===== src/tgsg_pkg.sv =====
package tgsg_pkg;

    localparam int COORD_W      = 24;
    localparam int SCALE_W      = 8;
    localparam int COLOR_W      = 32;
    localparam int COUNT_W      = 17;
    localparam int CODE_W       = 8;
    localparam int STEP_W       = 12;
    localparam int CFG_IDX_W    = 3;
    localparam int CFG_DATA_W   = 32;
    localparam int FONT_COLS     = 5;
    localparam int GLYPH_ROWS    = 7;
    localparam int GLYPH_BITS    = FONT_COLS * GLYPH_ROWS;
    localparam int ROW_W         = 3;
    localparam int SEGLEN_W      = 8;

    localparam logic signed [COORD_W-1:0] COORD_MAX = 24'sh7FFFFF;

    localparam logic [CFG_IDX_W-1:0] CFG_ORIGIN_X  = 3'd0;
    localparam logic [CFG_IDX_W-1:0] CFG_ORIGIN_Y  = 3'd1;
    localparam logic [CFG_IDX_W-1:0] CFG_SCALE     = 3'd2;
    localparam logic [CFG_IDX_W-1:0] CFG_COLOR     = 3'd3;
    localparam logic [CFG_IDX_W-1:0] CFG_CAPACITY  = 3'd4;

    localparam logic [SCALE_W-1:0] SCALE_RESET    = 8'd16;
    localparam logic [COLOR_W-1:0] COLOR_RESET    = 32'hFFFF_FFFF;
    localparam logic [COUNT_W-1:0] CAPACITY_RESET = 17'h10000;

    localparam logic [CODE_W-1:0] CODE_NEWLINE = 8'h0A;

    // floor(4*s/5) = (s*820) >> 10, exact for s below 256
    localparam int SEGLEN_MUL   = 820;
    localparam int SEGLEN_SHIFT = 10;

    typedef enum logic [6:0] {
        ST_IDLE    = 7'b0000001,
        ST_SCAN    = 7'b0000010,
        ST_X0      = 7'b0000100,
        ST_X1      = 7'b0001000,
        ST_Y       = 7'b0010000,
        ST_ADV     = 7'b0100000,
        ST_NEWLINE = 7'b1000000
    } state_t;

endpackage


===== src/tgsg_sat_add.sv =====
module tgsg_sat_add (
    input  logic signed [tgsg_pkg::COORD_W-1:0] a,
    input  logic        [tgsg_pkg::STEP_W-1:0]  b,
    output logic signed [tgsg_pkg::COORD_W-1:0] sum
);

    logic signed [tgsg_pkg::COORD_W:0] wide;

    assign wide = {a[tgsg_pkg::COORD_W-1], a}
                + $signed({{(tgsg_pkg::COORD_W+1-tgsg_pkg::STEP_W){1'b0}}, b});

    // b is never negative, so only the top clamps
    always_comb
    begin
        if (wide[tgsg_pkg::COORD_W] != wide[tgsg_pkg::COORD_W-1])
            sum = tgsg_pkg::COORD_MAX;
        else
            sum = wide[tgsg_pkg::COORD_W-1:0];
    end

endmodule


===== config.mk =====
export PLATFORM = sky130hd
export DESIGN_NAME = tgsg_sat_add
export DESIGN_NICKNAME = d
export VERILOG_FILES = /design/src/tgsg_pkg.sv /design/src/tgsg_sat_add.sv
export SDC_FILE = /design/constraint.sdc
export NUM_CORES = 1
export LEC_CHECK = 0
export BUFFER_PORTS_ARGS = -buffer_cell sky130_fd_sc_hd__buf_4
export CAP_MARGIN = 20
export CORE_AREA = 5 5 65 50
export DETAILED_ROUTE_END_ITERATION = 10
export DIE_AREA = 0 0 70 55
export PLACE_DENSITY = 0.83
export SLEW_MARGIN = 20
export SYNTH_ARGS = -nofsm -noshare
export SYNTH_HDL_FRONTEND = slang
export SYNTH_SLANG_ARGS = --single-unit

===== constraint.sdc =====
create_clock -name vclk -period 3.3
set_input_delay 0.165 -clock vclk [all_inputs]
set_output_delay 0.165 -clock vclk [all_outputs]
set_load 0.02 [all_outputs]

Word-level counts from Yosys, hierarchy flattened
Index checks and enable logic that the tools add are counted.
Word-level totals
  input bits: 36
  bits in latches: 0
  bits in read-only memories: 0
  register bits after elaboration: 0
  memories kept: 0
  word-level logic and storage cells: 3
  bits in writable memories: 0
  output and inout port bits: 24
Operators by class
  shift-type cells: 0
  multiply operators: 0
  mux-type cells: 1
  bitwise logic cells: 0
  reduce and logical (&&, ||, !) cells: 0
  $lt $le $gt $ge: 0
  equality and inequality tests: 1
  add/sub/neg operators: 1
  divide/modulo/power cells: 0
Operator list (number)
  24-bit by 13-bit adder with 25-bit output: 1
  24-bit two-way mux: 1
  1-bit != test: 1

Longest topological paths before layout
Gate-level depths: netlist of the first run.
  word-level depth: 3
  depth in mapped cells: 13
  mapped depth without buffers: 11

Worst setup path after synthesis of the first run
OpenSTA, ideal clock, no wires.
  path kind: input-to-output
  start point: input port a[0] (netlist bit)
  end point: output port sum[18] (netlist bit)
  path slack: -0.011 ns
  arrival time: 3.146 ns
  stages on the path: 12
  required time: 3.135 ns
  buffers on the path: 1
  cells stage by stage: ha_1 -> fa_1 -> a211oi_1 -> o21ai_2 -> o2111ai_4 -> a311oi_4 -> a41oi_1 -> ha_1 -> clkbuf_1 -> nand4b_1 -> o21ai_0 -> a211oi_1
Between the ends
  word-level cells in the longest chain between the ends: 3
RTL lines
  start, declared: line tgsg_sat_add.sv:2  | input logic signed [tgsg_pkg::COORD_W-1:0] a,
  24-bit by 13-bit adder with 25-bit output (*): line tgsg_sat_add.sv:10  | + $signed({{(tgsg_pkg::COORD_W+1-tgsg_pkg::STEP_W){1'b0}}, b});
  1-bit != test: line tgsg_sat_add.sv:15  | if (wide[tgsg_pkg::COORD_W] != wide[tgsg_pkg::COORD_W-1])
  24-bit two-way mux (*): line tgsg_sat_add.sv:15
  end, declared: line tgsg_sat_add.sv:4  | output logic signed [tgsg_pkg::COORD_W-1:0] sum
Mark *: on every way between the ends. The rest lies on a longest branch, timed or not.

Worst setup path in the final report of the first run
  start point: input port a[2] (netlist bit)
  end point: output port sum[22] (netlist bit)
The elaborated chain is that of the path after synthesis.

==> results.md, run 1 <==
* Status: finished, final reports clean
* Slowest cell on the critical path: nor4_4
* Initial antenna violation count at 0
* Die area at ~0.0039 mm2
* Mapped cell area at 0.00109 mm2
* Worst Tran Pin Value at ~420 ps
* Unique masters post-synth at 43
* Slew Limit Fails at 0
* Avg Inst Size Synth at between 7 and 8 um2
* Critical path type: input pin to output port
* Layout Nets at 261
* Area contributors post-synth: ha_1 15%, xnor2_1 7.3%, nand2b_1 6.3%
* WL/cell at 13.2 um
* Iter 0 DRT Violations at between 80 and 90
* Setup violations, final at 0
* Max Fclk at ~0.32 GHz
* I/O Pins at 60
* Most common cell in the netlist: ha_1
* Bufs and invs on worst path at 2
* Origin of the worst setup path: a[2]
* Gate Count Post-Synth at about 150
* First-pass GRT wire length at around 5000 um
* Hold Vio Cnt, Final at 0
* CP Cell Sequence: buf_4 -> ha_1 -> o21ai_1 -> nor4_4 -> nor4_4 -> nor2_4 -> nand4_1 -> xnor2_1 -> ha_2 -> nor2_1 -> a311o_1 -> a311oi_2 -> buf_4
* PortBufs at 60
* Seq. cell area at 0 um2
* Critical Path Max Stage Delay at approximately 400 ps
* Worst min path class: input pin to output port
* Core area at around 0.0026 mm2
* Min setup slack post-route at 151 ps
* Pre-Repair DR Iteration Count at 4
* Commonest cells in the netlist: 13 x ha_1, 12 x a21oi_1, 11 x nand2b_1, 10 x nor2_1, 9 x xnor2_1
* Seq cells at 0
* Ys Warns at 0
* Leak at ~0.7 nW
* Synth top area share at 0.150
* Antenna cells at 0
* # clk buffers at 0
* Tmin final at 3150 ps
* Area growth syn-to-layout at 51.2%
* Remaining global-route overflow at 0
* Critical path depth in cells at 13
* Hold slack final at around 670 ps
* CP top delay family: simple AND/OR/NAND/NOR gates
* Horiz. Die Dim at about 70 um
* Slew HR at 0.715
* Post-DP HPWL at ~2600 um
* Tcrit/Tclk final at 0.954
* Routed Antenna Nets at 0
* Share of cells above drive strength 1 at 0.426
* Maximum vdd ir drop at between 0.09 and 0.1 mV
* Vias at about 1,400
* Starting Density at 0.417
* Startpoint Class: input pin
* Hold Path Cell Cnt at 3
* GPL Wtd Cong at 0.823
* Vias per inst at ~5.6
* Worst setup EP type: output port
* Largest net degree at the start of global routing at 25
* Arrival @ worst endpoint at 2980 ps
* Pre-CTS WS at 10.2 ps
* Synth area leader: ha_1
* FILL cells at roughly 260
* Post-synthesis sequential area ratio at 0
* Total track usage at 0.150
* Req. time, crit path at approximately 3100 ps
* Number of remaining DRC errors at 0
* Critical path fanouts, max at 6
* FP Rows at 16
* Max-cap check violation count at 0
* Critical Path End: sum[22]
* Syn Nets at 198
* Vias in the first global route at between 1,000 and 1,500
* PwrDens at around 220 mW/mm2
* Die Ht at 55 um
* WL final at ~3200 um
* Total negative slack at 0 ps
[area by class of cell]
cell class,instances,area [um2],area share
well taps,36,45.0,0.0274
multi-input cells,141,1090,0.666
inverters,2,7.51,0.00457
repair buffers,66,495,0.302
[tightest hold or removal path: cells and delay by family]
family | cells | cell delay (ps)
buf+inv | 2 | 270
compound gates | 1 | 70
[cell families (layout without fill, tap and decap cells)]
| family | count (synthesis) | count (layout) | share of synthesized area |
|---|---|---|---|
| buffers and inverters | 7 | 68 | 0.0265 |
| AOI/OAI and AO/OA | 51 | 51 | 0.368 |
| and+or+nand+nor | 64 | 64 | 0.341 |
| xor gates and xnor gates | 12 | 12 | 0.0968 |
| adders and majority gates | 14 | 14 | 0.168 |
[power by group]
group	internal, W	switching, W
combinational	0.000169	0.000193
sequential	0	0
clock	0	0
[stage by stage]
| stage | cell area [um2] | power, W | util | instances |
|---|---|---|---|---|
| after floorplan | 1100 | 0.000222 | - | 148 |
| after global placement | 1610 | 0.000349 | 0.618 | 244 |
| after detailed placement | 1610 | 0.000352 | 0.618 | 244 |
| after CTS | 1610 | 0.000353 | 0.618 | 244 |
| after global routing | 1640 | 0.000391 | 0.631 | 245 |
| final | 1640 | 0.000361 | 0.631 | 245 |
[cells in the final DEF, fill, tap and decap left out, drive strengths merged, types with 2 or more instances in the layout]
cell | Yosys | final
a41oi | 3 | 3
nor3 | 8 | 8
nand2b | 11 | 11
nor2 | 11 | 11
a21oi | 12 | 12
nand4 | 2 | 2
a21o | 6 | 6
and3 | 3 | 3
ha | 13 | 13
a211oi | 8 | 8
inv | 2 | 2
o21ai | 6 | 6
a211o | 2 | 2
nor4 | 3 | 3
buf | 0 | 66
a311oi | 4 | 4
xor2 | 3 | 3
nand2 | 9 | 9
nor2b | 5 | 5
nand3 | 5 | 5
a31oi | 4 | 4
xnor2 | 9 | 9
or2 | 4 | 4
[routing by layer]
metal	routed length [um]	global-route usage	vias up
met3	151	0.0217	0
met4	0	0.00637	0
met2	1530	0.274	37
met1	1550	0.199	637
met5	0	0	-
li1	-	-	694
[timing repair]
action	4_1_cts	5_1_grt
hold endpoints to repair	0	0
gates resized for setup	0	7
hold buffers	0	0
setup buffers	0	1
endpoints found under the setup margin	0	10
[worst min path at each step]
stage,end,from
after floorplan,sum[13],a[12]
after global placement,sum[17],a[17]
after detailed placement,sum[13],a[12]
after CTS,sum[13],a[12]
after global routing,sum[13],a[12]
final,sum[13],a[12]
Note: power is estimated with default switching activity, not from simulation.
==> inputs of run 2 (changes only) <==
Settings changed: CORE_AREA 5 5 65 50 to 5 5 67 51, DIE_AREA 0 0 70 55 to 0 0 72 56, PLACE_DENSITY 0.83 to 0.82, SLEW_MARGIN 20 to default.
Clock period 3.3 ns to 2.8 ns, I/O delays scaled along.
==> run 2 against run 1 <==
  * The run now ends with negative setup slack left
  * Cell area grew 23%
  * Largest cell class unchanged
  * Sequential share of layout area did not move
  * Via count rose by 14%
==> results.md, run 2 (synthesis gave the netlist of run 1 again) <==
* Status: complete, but fails checks
* Failing checks: negative setup slack
* Iter 0 DRT Violations at 89 (+2.3%)
* Setup violations, final at 5 (+5)
* Die Ht at 56 um (+1.8%)
* Total track usage at 0.205 (+0.0558)
* Met2 Wirelength at 2450 um (+60%)
* Starting Density at 0.405 (-0.0125)
* Leak at 0.858 nW (+22%)
* Max Used Layer: met4
* # clk buffers at 0 (unchanged)
* Met3 WL at 143 um (-5.3%)
* Min setup slack post-route at -79.0 ps (-230 ps)
* Pre-Repair DR Iteration Count at 4 (unchanged)
* Hold Vio Cnt, Final at 0 (unchanged)
* Remaining global-route overflow at 0 (unchanged)
* WL/cell at 16.4 um (+24%)
* Seq cells at 0 (unchanged)
* Area growth syn-to-layout at 86.4%
* Max-cap check violation count at 0 (unchanged)
* Hold Path Cell Cnt at 3 (unchanged)
* Initial antenna violation count at 0 (unchanged)
* Placed inst area at 0.00184 mm2 (+14%)
* I/O Pins at 60 (unchanged)
* WHS Endpoint: sum[13]
* Vias per inst at 5.81 (+4.0%)
* Vias in the first global route at 1,617 (+41%)
* Worst Tran Pin Value at 528 ps (+104 ps)
* Largest net degree at the start of global routing at 25 (unchanged)
* Most common cell after layout, fill and taps aside: buf_4
* GPL Wtd Cong at 0.894 (+8.6%)
* Share of cells above drive strength 1 at 0.558 (+0.132)
* Tmin final at 2880 ps
* Hold Crit Start: a[12]
* First-pass GRT wire length at 6980 um (+40%)
* Critical path fanouts, max at 6 (unchanged)
* Startpoint Class: input pin
* Slew HR at 0.646 (-0.0696)
* WL final at 4400 um (+36%)
* Max Fclk at approximately 0.35 GHz
* Seq. cell area at 0 um2 (unchanged)
* Final Non-Filler Cells at 269 (+9.8%)
* Layout Nets at 285 (+9.2%)
* Worst min path class: input pin to output port
* Number of remaining DRC errors at 0 (unchanged)
* Slew Limit Fails at 0 (unchanged)
* Horiz. Die Dim at 72 um (+2.9%)
* Req. time, crit path at 2660 ps (-470 ps)
* Antenna cells at 0 (unchanged)
* PwrDens at 261 mW/mm2 (+19%)
* CTS Hold Bufs at 0 (unchanged)
* M1 wire length at 1660 um (+7.0%)
* Worst setup EP type: output port
* PortBufs at 60 (unchanged)
* Post-DP HPWL at 3350 um (+26%)
* Maximum vdd ir drop at 0.150 mV (+65%)
* Arrival @ worst endpoint at 2740 ps (-240 ps)
* Placed cell count at 263 (+7.8%)
* Routed Antenna Nets at 0 (unchanged)
* FILL cells at 197 (-23%)
* Commonest non-fill, non-tap cells in the layout: 80 x buf_4, 10 x a21oi_1, 10 x nand2b_1
* FP Rows at 16 (unchanged)
* Core area at 0.00268 mm2 (+3.1%)
* Tcrit/Tclk final at 1.03
* Unrepaired setup endpoints after global routing: true
* Post-route cell area at 0.00202 mm2 (+23%)
* Vias at 1,562 (+14%)
* Die area at 0.00403 mm2 (+4.7%)
* Critical path type: input pin to output port
[run 2: area by class of cell]
cell class	instances	area (um2)	area share
timing repair buffer	90	717	0.354
tap	36	45.0	0.0222
inverter	2	7.51	0.00371
multi-input combinational	141	1250	0.620
[run 2: repair_timing]
item / in CTS / in global routing
gates resized for setup: 22 / 6
setup endpoints to repair: 10 / 11
setup buffers: 6 / 0
pin swaps: 10 / 5
[run 2: how the worst max path moves through the flow]
stage | slack [ps] | startpoint | cells after the start | to
after floorplan | 20 | a[2] | 11 | sum[18]
after global placement | -60 | a[0] | 13 | sum[22]
after detailed placement | -140 | a[7] | 13 | sum[20]
after CTS | -90 | a[0] | 13 | sum[22]
after global routing | -190 | a[3] | 14 | sum[22]
final | -80 | a[6] | 13 | sum[22]
[run 2: worst max-delay path, cell delays in order]
cell      delay, ps
buf_4           110
ha_1            380
a21oi_1         250
o22ai_2         150
nor4_4          310
nor2_4           70
nand4_1         110
xnor2_2         100
ha_4            330
nor3_2           50
a311o_1         350
a311oi_4        220
buf_6           160
[run 2: routing by layer]
layer | track usage | vias up
li1 | - | 742
met1 | 0.224 | 753
met2 | 0.399 | 51
met3 | 0.0126 | 16
met4 | 0.0885 | 0
met5 | 0 | -
[run 2: through the flow]
| step | power, W | worst slack (ps) | hold slack (ps) | utilization | TNS [ps] |
|---|---|---|---|---|---|
| floorplan | 0.000281 | 17.2 | 448 | - | 0 |
| global placement | 0.000460 | -58.8 | 618 | 0.686 | -182 |
| detailed placement | 0.000478 | -137 | 622 | 0.686 | -621 |
| CTS | 0.000512 | -85.7 | 621 | 0.738 | -275 |
| global route | 0.000563 | -194 | 635 | 0.755 | -1180 |
| finish | 0.000529 | -79.0 | 626 | 0.755 | -242 |
[run 2: power breakdown]
| group | internal [W] | switching, W |
|---|---|---|
| clock network | 0 | 0 |
| registers | 0 | 0 |
| logic | 0.000263 | 0.000266 |
| total | 0.000263 | 0.000266 |
